### src/drrip_pkg.sv
// Shared types, constants and helper functions for the DRRIP victim select unit.
package drrip_pkg;

   // Default geometry and register reset values.
   localparam int unsigned NUM_SETS_DEF   = 1024;
   localparam int unsigned NUM_WAYS_DEF   = 16;
   localparam int unsigned RRPV_BITS_DEF  = 2;
   localparam int unsigned LEADER_SPACING = 64;
   localparam int unsigned LEADER_SHIFT   = $clog2(LEADER_SPACING);
   localparam logic [31:0] EPOCH_RESET    = 32'd6000000;
   localparam logic [7:0]  PERIOD_RESET   = 8'd32;

   // Configuration register indexes.
   localparam logic [7:0] CSR_EPOCH_LENGTH   = 8'd0;
   localparam logic [7:0] CSR_BIMODAL_PERIOD = 8'd1;

   // Request codes.
   localparam logic REQ_TOUCH = 1'b0;
   localparam logic REQ_MISS  = 1'b1;

   // Leader set classes.
   typedef enum logic [1:0] {
      LEADER_BRRIP,
      LEADER_SRRIP,
      LEADER_NONE
   } leader_type;

   // Controller states.
   typedef enum logic [2:0] {
      ST_CLEAR,
      ST_IDLE,
      ST_READ,
      ST_EVAL,
      ST_OUT
   } state_type;

   // Commands from the controller to the datapath.
   typedef struct packed {
      logic clear;
      logic accept;
      logic read;
      logic eval;
      logic load_out;
   } cmd_type;

   // Status from the datapath to the controller.
   typedef struct packed {
      logic clear_last;
      logic out_free;
   } status_type;

   // Reduces a set index modulo the set count by conditional subtraction.
   // The set count is at least 64, so four steps cover a 10-bit index.
   function automatic logic [16:0] set_fold(input logic [9:0] idx, input int unsigned nsets);
      logic [16:0] r;
      logic [20:0] m;
      r = {7'd0, idx};
      for (int k = 3; k >= 0; k--) begin
         m = 21'(nsets) << k;
         if ({4'd0, r} >= m) begin
            r = 17'({4'd0, r} - m);
         end
      end
      return r;
   endfunction

   // Classifies a set as BRRIP leader, SRRIP leader or follower.
   function automatic leader_type leader_of(input logic [16:0] s);
      logic [16:0] b;
      logic [16:0] a;
      b = s - (s >> LEADER_SHIFT);
      a = s + 17'd1 + (s >> LEADER_SHIFT);
      if (b[LEADER_SHIFT-1:0] == '0) begin
         return LEADER_BRRIP;
      end else if (a[LEADER_SHIFT-1:0] == '0) begin
         return LEADER_SRRIP;
      end
      return LEADER_NONE;
   endfunction

endpackage

### src/drrip_ctrl.sv
// Controller state machine that sequences clearing, reads, evaluation and result hand-off.
module drrip_ctrl
   import drrip_pkg::*;
(
   input  logic       clock,
   input  logic       reset,
   input  logic       req_valid,
   input  status_type status,
   output cmd_type    cmd,
   output logic       req_stall
);

   state_type state_ff, state_in;

   // State register.
   always_ff @(posedge clock) begin
      if (reset) begin
         state_ff <= ST_CLEAR;
      end else begin
         state_ff <= state_in;
      end
   end

   // Next state.
   always_comb begin
      state_in = state_ff;
      case (state_ff)
         ST_CLEAR: if (status.clear_last) state_in = ST_IDLE;
         ST_IDLE:  if (req_valid) state_in = ST_READ;
         ST_READ:  state_in = ST_EVAL;
         ST_EVAL:  state_in = ST_OUT;
         ST_OUT:   if (status.out_free) state_in = ST_IDLE;
         default:  state_in = ST_CLEAR;
      endcase
   end

   // Commands.
   always_comb begin
      cmd = '0;
      req_stall = 1'b1;
      case (state_ff)
         ST_CLEAR: cmd.clear = 1'b1;
         ST_IDLE: begin
            req_stall  = 1'b0;
            cmd.accept = req_valid;
         end
         ST_READ: cmd.read = 1'b1;
         ST_EVAL: cmd.eval = 1'b1;
         ST_OUT:  cmd.load_out = status.out_free;
         default: cmd = '0;
      endcase
   end

endmodule

### config.mk
export PLATFORM = sky130hd
export DESIGN_NAME = drrip_ctrl
export DESIGN_NICKNAME = d
export VERILOG_FILES = /design/src/drrip_pkg.sv /design/src/drrip_ctrl.sv
export SDC_FILE = /design/constraint.sdc
export NUM_CORES = 1
export LEC_CHECK = 0
export ABC_AREA = 1
export BUFFER_PORTS_ARGS = -buffer_cell sky130_fd_sc_hd__buf_2
export CAP_MARGIN = 0
export CORE_AREA = 10 10 47 49
export DETAILED_ROUTE_END_ITERATION = 10
export DIE_AREA = 0 0 57 59
export HOLD_SLACK_MARGIN = 0.12
export PLACE_DENSITY = 0.36
export SLEW_MARGIN = 0
export SYNTH_ARGS = -nofsm -noshare
export SYNTH_HDL_FRONTEND = slang
export SYNTH_SLANG_ARGS = --single-unit
export TNS_END_PERCENT = 100
### constraint.sdc
create_clock -name clock -period 2.5 [get_ports clock]
set_input_delay 0.375 -clock clock [delete_from_list [all_inputs] [get_ports clock]]
set_output_delay 0.375 -clock clock [all_outputs]
set_load 0.01 [all_outputs]
# Word level (Yosys, flattened, before mapping)
# Cells that the tools add are included.
# classes
n_eq_ne	7
mux	10
reduce_logical	2
# ops
cell	count
case mux 3 bit (5 select lines)	1
2-to-1 mux 3 bit	3
equality test 3 x 2 -> 1 bit, second input constant	2
2-to-1 mux 1 bit	6
inequality test 2 bit, second input constant	3
equality test 3 x 1 -> 1 bit, second input constant	1
equality test 3 bit, second input constant	1
zero test 3 bit	1
AND reduction 3 bit	1
# word_totals
regBits	3
inputBits	5
output_inout_bits	6
word_cells	20

# Longest topological paths before layout
# Gate-level depths: netlist (run 1).
# logic_depth
ltp_word	3
depth_mapped	6
depth_no_buf	6

# Least setup slack after synthesis (run 1)
# Ideal clock, no wire load.
# synth_path
path_type	flip-flop to output port
startpoint	register state_ff[2]
endpoint	output port cmd[0] in the netlist's numbering
arrival_time_ns	0.898
t_required_ns	2.125
setup_slack_ns	1.227
path_stages_with_launch	3
path_buffers	0
cell_sequence	dfxtp_1 > inv_1 > nor4_1
# synth_lines
item	line_no	rtl
start: declaration	drrip_ctrl.sv:13	state_type state_ff, state_in;
start signal: assignment	drrip_ctrl.sv:20	state_ff <= state_in;
end: declaration	drrip_ctrl.sv:9	output cmd_type cmd,

==> flow_summary.json, run 1 <==
{
  "path_buf_inv": 2,
  "synth_top_area_cell": "dfxtp_1",
  "hp-class": "primary input to flip-flop",
  "core_um2": 1400,
  "yosys-top-cells-area": "dfxtp_1, inv_1, nand3_1, nor2_1, nor2_4",
  "design_area_um2": 299,
  "worst_pin_slew_ns": 0.214,
  "path_delay_family": "flip-flops",
  "fin_crit_ns": 1.50,
  "cp-startpoint": "state_ff[2]$_SDFFE_PP0P_",
  "power_mw": 0.191,
  "clock-sinks": 3,
  "maxCapViolCount": 0,
  "syn_inst": 31,
  "largest_reg_flops": 3,
  "setup_slack_ns": 0.997,
  "post_cts_resized": 0,
  "stdcell_count": 61,
  "min_period_over_period_pct": 60.1,
  "hold_depth": 2,
  "r2r_start": "state_ff[2]$_SDFFE_PP0P_",
  "postCtsSetupRepairBufs": 0,
  "finalSetupViolCount": 0,
  "ir_drop_v": 0.000171,
  "top_regs": "state_ff (3)",
  "rsz0062_at_grt": "no",
  "finalWirelength_um": 545,
  "initial_core_util_pct": 14.5,
  "track_usage_pct": 3.62,
  "portBuffers": 10,
  "synth_top_area_share_pct": 29.6,
  "path_class": "flip-flop to output pin",
  "cp_num_cells": 3,
  "drt_pass1_iterations": 1,
  "h-tree-depth": 1,
  "ctsLongestPathBuffers": 2,
  "powerDensity_nw_per_um2": 639,
  "slew_headroom_pct": 85.7,
  "reg2reg_to": "state_ff[0]$_SDFFE_PP0P_",
  "crit_required_ns": 2.12,
  "cp.arrival_ns": 1.13,
  "nets": 51,
  "synth_seq_cells": 3,
  "avgSynthCellArea_um2": 6.54,
  "path_clk_slew_ns": 0.03,
  "clock_skew_ns": 0.000597,
  "io_pins": 11,
  "fin_tns_setup_ns": 0,
  "fin_util_pct": 21.3,
  "hpwl_um": 468,
  "mostFrequentLayoutCells": "buf_2, inv_1, nand3_1, nor2_1",
  "r2r_slack_ns": 1.49,
  "first_global_vias": 226,
  "path_cells": "inv_1, nor4_1, buf_2",
  "hold_buffers": 0,
  "clockRootBuffer": "clkbuf_4",
  "cts_made_buffers": 3,
  "grt_overflow": 0,
  "dp.cells": 57,
  "cp_max_fo": 5,
  "grt_max_degree": 8,
  "syn_to_final_growth_pct": 47.5,
  "grt_pass1_wl_um": 890,
  "startpoint_type": "flip-flop",
  "ys_seq_area_share_pct": 29.6,
  "cpMaxStageDelayCell": "dfxtp_1",
  "vias": 228,
  "synth_cell_type_count": 14,
  "gp_congestion": 0.711,
  "vias_per_cell": 3.74,
  "placed_area_um2": 273,
  "antenna_found_initial": 0,
  "place_ws_ns": 1.23,
  "yosys_warnings": 0,
  "hold_violations": 0,
  "drv_slew": 0,
  "synth_nets": 36,
  "dieArea_um2": 3360,
  "power.leakage_nw": 0.168,
  "max_clock_freq_mhz": 665,
  "ant_nets": 0,
  "endpoint": "cmd[0]",
  "diodes": 0,
  "cts_tree": "done",
  "drcViolationCount": 0,
  "drive_above_1_share_pct": 40.0,
  "slowest_delay_ns": 0.42,
  "fp.dieW_um": 57,
  "rows": 14,
  "final_common_cell": "buf_2",
  "rr_worst_depth": 5,
  "synth_area_um2": 203,
  "routedWlPerCell_um": 8.93,
  "status": "complete, no violations",
  "die_h_um": 59,
  "clk_latency_ns": 0.23,
  "regMostFlops": "state_ff",
  "cp-end-kind": "output pin",
  "holdWs_ns": 0.334,
  "drt_iter0_drc": 0
}
==> worst min-delay path by stage <==
stage / start / end / slack (ns)
2_1_floorplan: reset / state_ff[2]$_SDFFE_PP0P_ / 0.44
3_3_place_gp: reset / state_ff[1]$_SDFFE_PP0P_ / 0.57
3_5_place_dp: reset / state_ff[1]$_SDFFE_PP0P_ / 0.57
4_1_cts: reset / state_ff[1]$_SDFFE_PP0P_ / 0.32
5_1_grt: reset / state_ff[1]$_SDFFE_PP0P_ / 0.33
6_report: reset / state_ff[1]$_SDFFE_PP0P_ / 0.33
==> Yosys cell counts <==
master,n
a21oi_1,2
dfxtp_1,3
inv_1,8
inv_2,1
nand2_1,2
nand2_2,1
nand3_1,4
nand3_2,1
nand3b_1,1
nor2_1,4
nor2_4,1
nor3_1,1
nor3_2,1
nor4_1,1
==> where the power goes <==
part	switching, mW	internal [mW]
Combinational	0.0294	0.0206
Sequential	0.00614	0.0524
Clock	0.0227	0.0597
Total	0.0583	0.133
==> layer usage <==
metal  vias up  share of wire, %  GRT usage, %
met5         -                 0             0
met4         0                 0          5.03
met3         0               3.1          1.29
met2         3                62          6.20
met1       102                35          2.71
li1        123                 -             -
==> layout make-up <==
class | instances | area, um2
multi-input cells | 19 | 109
inverters | 9 | 33.8
well taps | 16 | 20.0
repair buffers | 10 | 50.0
fillers | 170 | 1100
flip-flops and latches | 3 | 60.1
clock buffers | 4 | 26.3
==> kinds of logic (layout without fill, tap and decap cells) <==
family	after synthesis	after routing	synth area share, %
AOI/OAI and AO/OA	2	2	4.94
DFF	3	3	29.6
buffers and inverters	9	23	16.7
and+or+nand+nor	17	17	48.8
(Power assumes the default switching activity.)
==> run 2, diff against run 1 <==
ABC_AREA = 0   (was 1)
clock period = 1.5 ns   (was 2.5 ns; I/O delays follow)
==> run 2 against run 1 <==
  * First-iteration DRC count unchanged
  * Combinational power increased by 5.6%
  * Design area decreased by 4.2%
==> flow_summary.json, run 2 <==
{
  "ctsLongestPathBuffers": 2,
  "routedWlPerCell_um": 10.5,
  "power.leakage_nw": 0.129,
  "post_cts_resized": 1,
  "vias_per_cell": 3.90,
  "endpoint": "cmd[3]",
  "seqPwrFrac_pct": 33.1,
  "synth_top_area_share_pct": 30.0,
  "drt_iter0_drc": 0,
  "yosys_warnings": 0,
  "path_class": "flip-flop to output pin",
  "grt_util_met1_pct": 2.71,
  "path_clk_slew_ns": 0.04,
  "synth_seq_cells": 3,
  "top_regs": "state_ff (3)",
  "clockRootBuffer": "clkbuf_4",
  "maxCapViolCount": 0,
  "crit_required_ns": 1.27,
  "status": "complete, no violations",
  "path_buf_inv": 1,
  "cp.arrival_ns": 1.21,
  "synth.most_common_cell": "nor2_1",
  "dieArea_um2": 3360,
  "fin_util_pct": 20.4,
  "intPower_mw": 0.212,
  "swShare_pct": 25.4,
  "syn_inst": 23,
  "p_sw_mw": 0.0723,
  "gp_congestion": 0.702,
  "fp.dieW_um": 57,
  "yosys-top-cells-area": "dfxtp_1, nor4bb_4, nor2_1, buf_6, mux2_2",
  "regMostFlops": "state_ff",
  "cts_tree": "done",
  "antenna_found_initial": 0,
  "cpMaxStageDelayCell": "dfxtp_1",
  "powerDensity_nw_per_um2": 994,
  "core_um2": 1400,
  "syn_to_final_growth_pct": 43.1,
  "synth_top_area_cell": "dfxtp_1",
  "ir_drop_v": 0.000331,
  "holdWs_ns": 0.185,
  "rsz0062_at_grt": "no",
  "slowest_delay_ns": 0.38,
  "ys_seq_area_share_pct": 30.0,
  "design_area_um2": 287,
  "h-tree-depth": 1,
  "cts_made_buffers": 3,
  "grt.busiest_layer": "met2",
  "fin_crit_ns": 1.43,
  "stdcell_count": 52,
  "power_mw": 0.285,
  "min_period_over_period_pct": 95.5,
  "initial_core_util_pct": 14.3,
  "path_cells": "or3b_1, nor2_1, buf_2",
  "synth_nets": 28,
  "dp.cells": 48,
  "cp-startpoint": "state_ff[0]$_SDFFE_PP0P_",
  "path_delay_family": "simple AND/OR/NAND/NOR gates",
  "clock_skew_ns": 0.000754,
  "first_global_vias": 206,
  "finalSetupViolCount": 0,
  "placed_area_um2": 259,
  "r2r_start": "state_ff[0]$_SDFFE_PP0P_",
  "met2_usage_pct": 6.67,
  "hold_buffers": 0,
  "die_h_um": 59,
  "cp_num_cells": 3,
  "postCtsSetupRepairBufs": 0,
  "worst_pin_slew_ns": 0.239,
  "gr-usage-met3_pct": 1.93,
  "grt_overflow": 0,
  "drv_slew": 0,
  "largest_reg_flops": 3,
  "slew_headroom_pct": 83.9,
  "portBuffers": 10,
  "p_comb_share_pct": 18.6,
  "nets": 42,
  "holdCritStartpoint": "reset",
  "vias": 203,
  "grt_pass1_wl_um": 924,
  "reg2reg_to": "state_ff[1]$_SDFFE_PP0P_",
  "io_pins": 11,
  "startpoint_type": "flip-flop",
  "ys_async_sr_fraction_pct": 0,
  "rr_worst_depth": 4,
  "final_common_cell": "buf_2",
  "hp-class": "primary input to flip-flop",
  "grt_max_degree": 10,
  "diodes": 0,
  "synth_area_um2": 200,
  "drt_pass1_iterations": 1,
  "synth_ff_type": "dfxtp_1",
  "drcViolationCount": 0,
  "clk_latency_ns": 0.23,
  "track_usage_pct": 3.62,
  "cp_max_fo": 3,
  "avgSynthCellArea_um2": 8.70,
  "synth_cell_type_count": 16,
  "hold_violations": 0,
  "clkPwrFrac_pct": 48.3,
  "ant_nets": 0,
  "synth_common_cells": "nor2_1, dfxtp_1, nor3_1",
  "cp-end-kind": "output pin",
  "hpwl_um": 458,
  "rows": 14,
  "fin_tns_setup_ns": 0,
  "max_clock_freq_mhz": 698,
  "fillers": 174,
  "drive_above_1_share_pct": 47.2,
  "place_ws_ns": 0.249,
  "setup_slack_ns": 0.0682,
  "finalWirelength_um": 546,
  "mostFrequentLayoutCells": "buf_2, nor2_1, clkbuf_4",
  "synth-edff-count": 0,
  "r2r_slack_ns": 0.45,
  "clock-sinks": 3
}
==> run 2: logic make-up after synthesis <==
| kind of cell | after synthesis | synth area share, % |
|---|---|---|
| simple gates | 13 | 45.0 |
| compound gates | 3 | 8.12 |
| flops | 3 | 30.0 |
| buf+inv | 3 | 11.2 |
| mux | 1 | 5.62 |
==> run 2: routing by layer <==
layer	vias up	share of wire [%]
met5	-	0
met4	0	0
met3	0	2.7
met2	2	65
met1	95	32
li1	106	-
==> run 2: cell type report <==
class,instances,area [um2],share of cell area (%)
timing repair buffer,11,57.6,20.1
sequential,3,61.3,21.4
multi-input combinational,17,118,41.0
tap,16,20.0,6.99
clock buffer,4,26.3,9.17
inverter,1,3.75,1.31
==> run 2: power by group through the flow <==
stage	sequential [mW]	clock (mW)	combinational (mW)
after CTS	0.0943	0.147	0.0542
after floorplan	0.0881	0	0.0421
after global routing	0.0954	0.155	0.0593
after detailed placement	0.0951	0	0.0541
after global placement	0.0949	0	0.0539
final	0.0942	0.138	0.0529
==> run 2: worst reg2reg max path: stages, from the launching register on <==
cell	delay, ns
dfxtp_1	0.38
buf_4	0.17
nand2_1	0.05
mux2_2	0.25
nor3_1	0.12
==> run 2: worst min path at each step <==
stage | cells after the start | end | slack, ns
2_1_floorplan | 1 | state_ff[0]$_SDFFE_PP0P_ | 0.29
3_3_place_gp | 2 | state_ff[0]$_SDFFE_PP0P_ | 0.42
3_5_place_dp | 2 | state_ff[2]$_SDFFE_PP0P_ | 0.43
4_1_cts | 2 | state_ff[1]$_SDFFE_PP0P_ | 0.18
5_1_grt | 2 | state_ff[1]$_SDFFE_PP0P_ | 0.18
6_report | 2 | state_ff[1]$_SDFFE_PP0P_ | 0.18
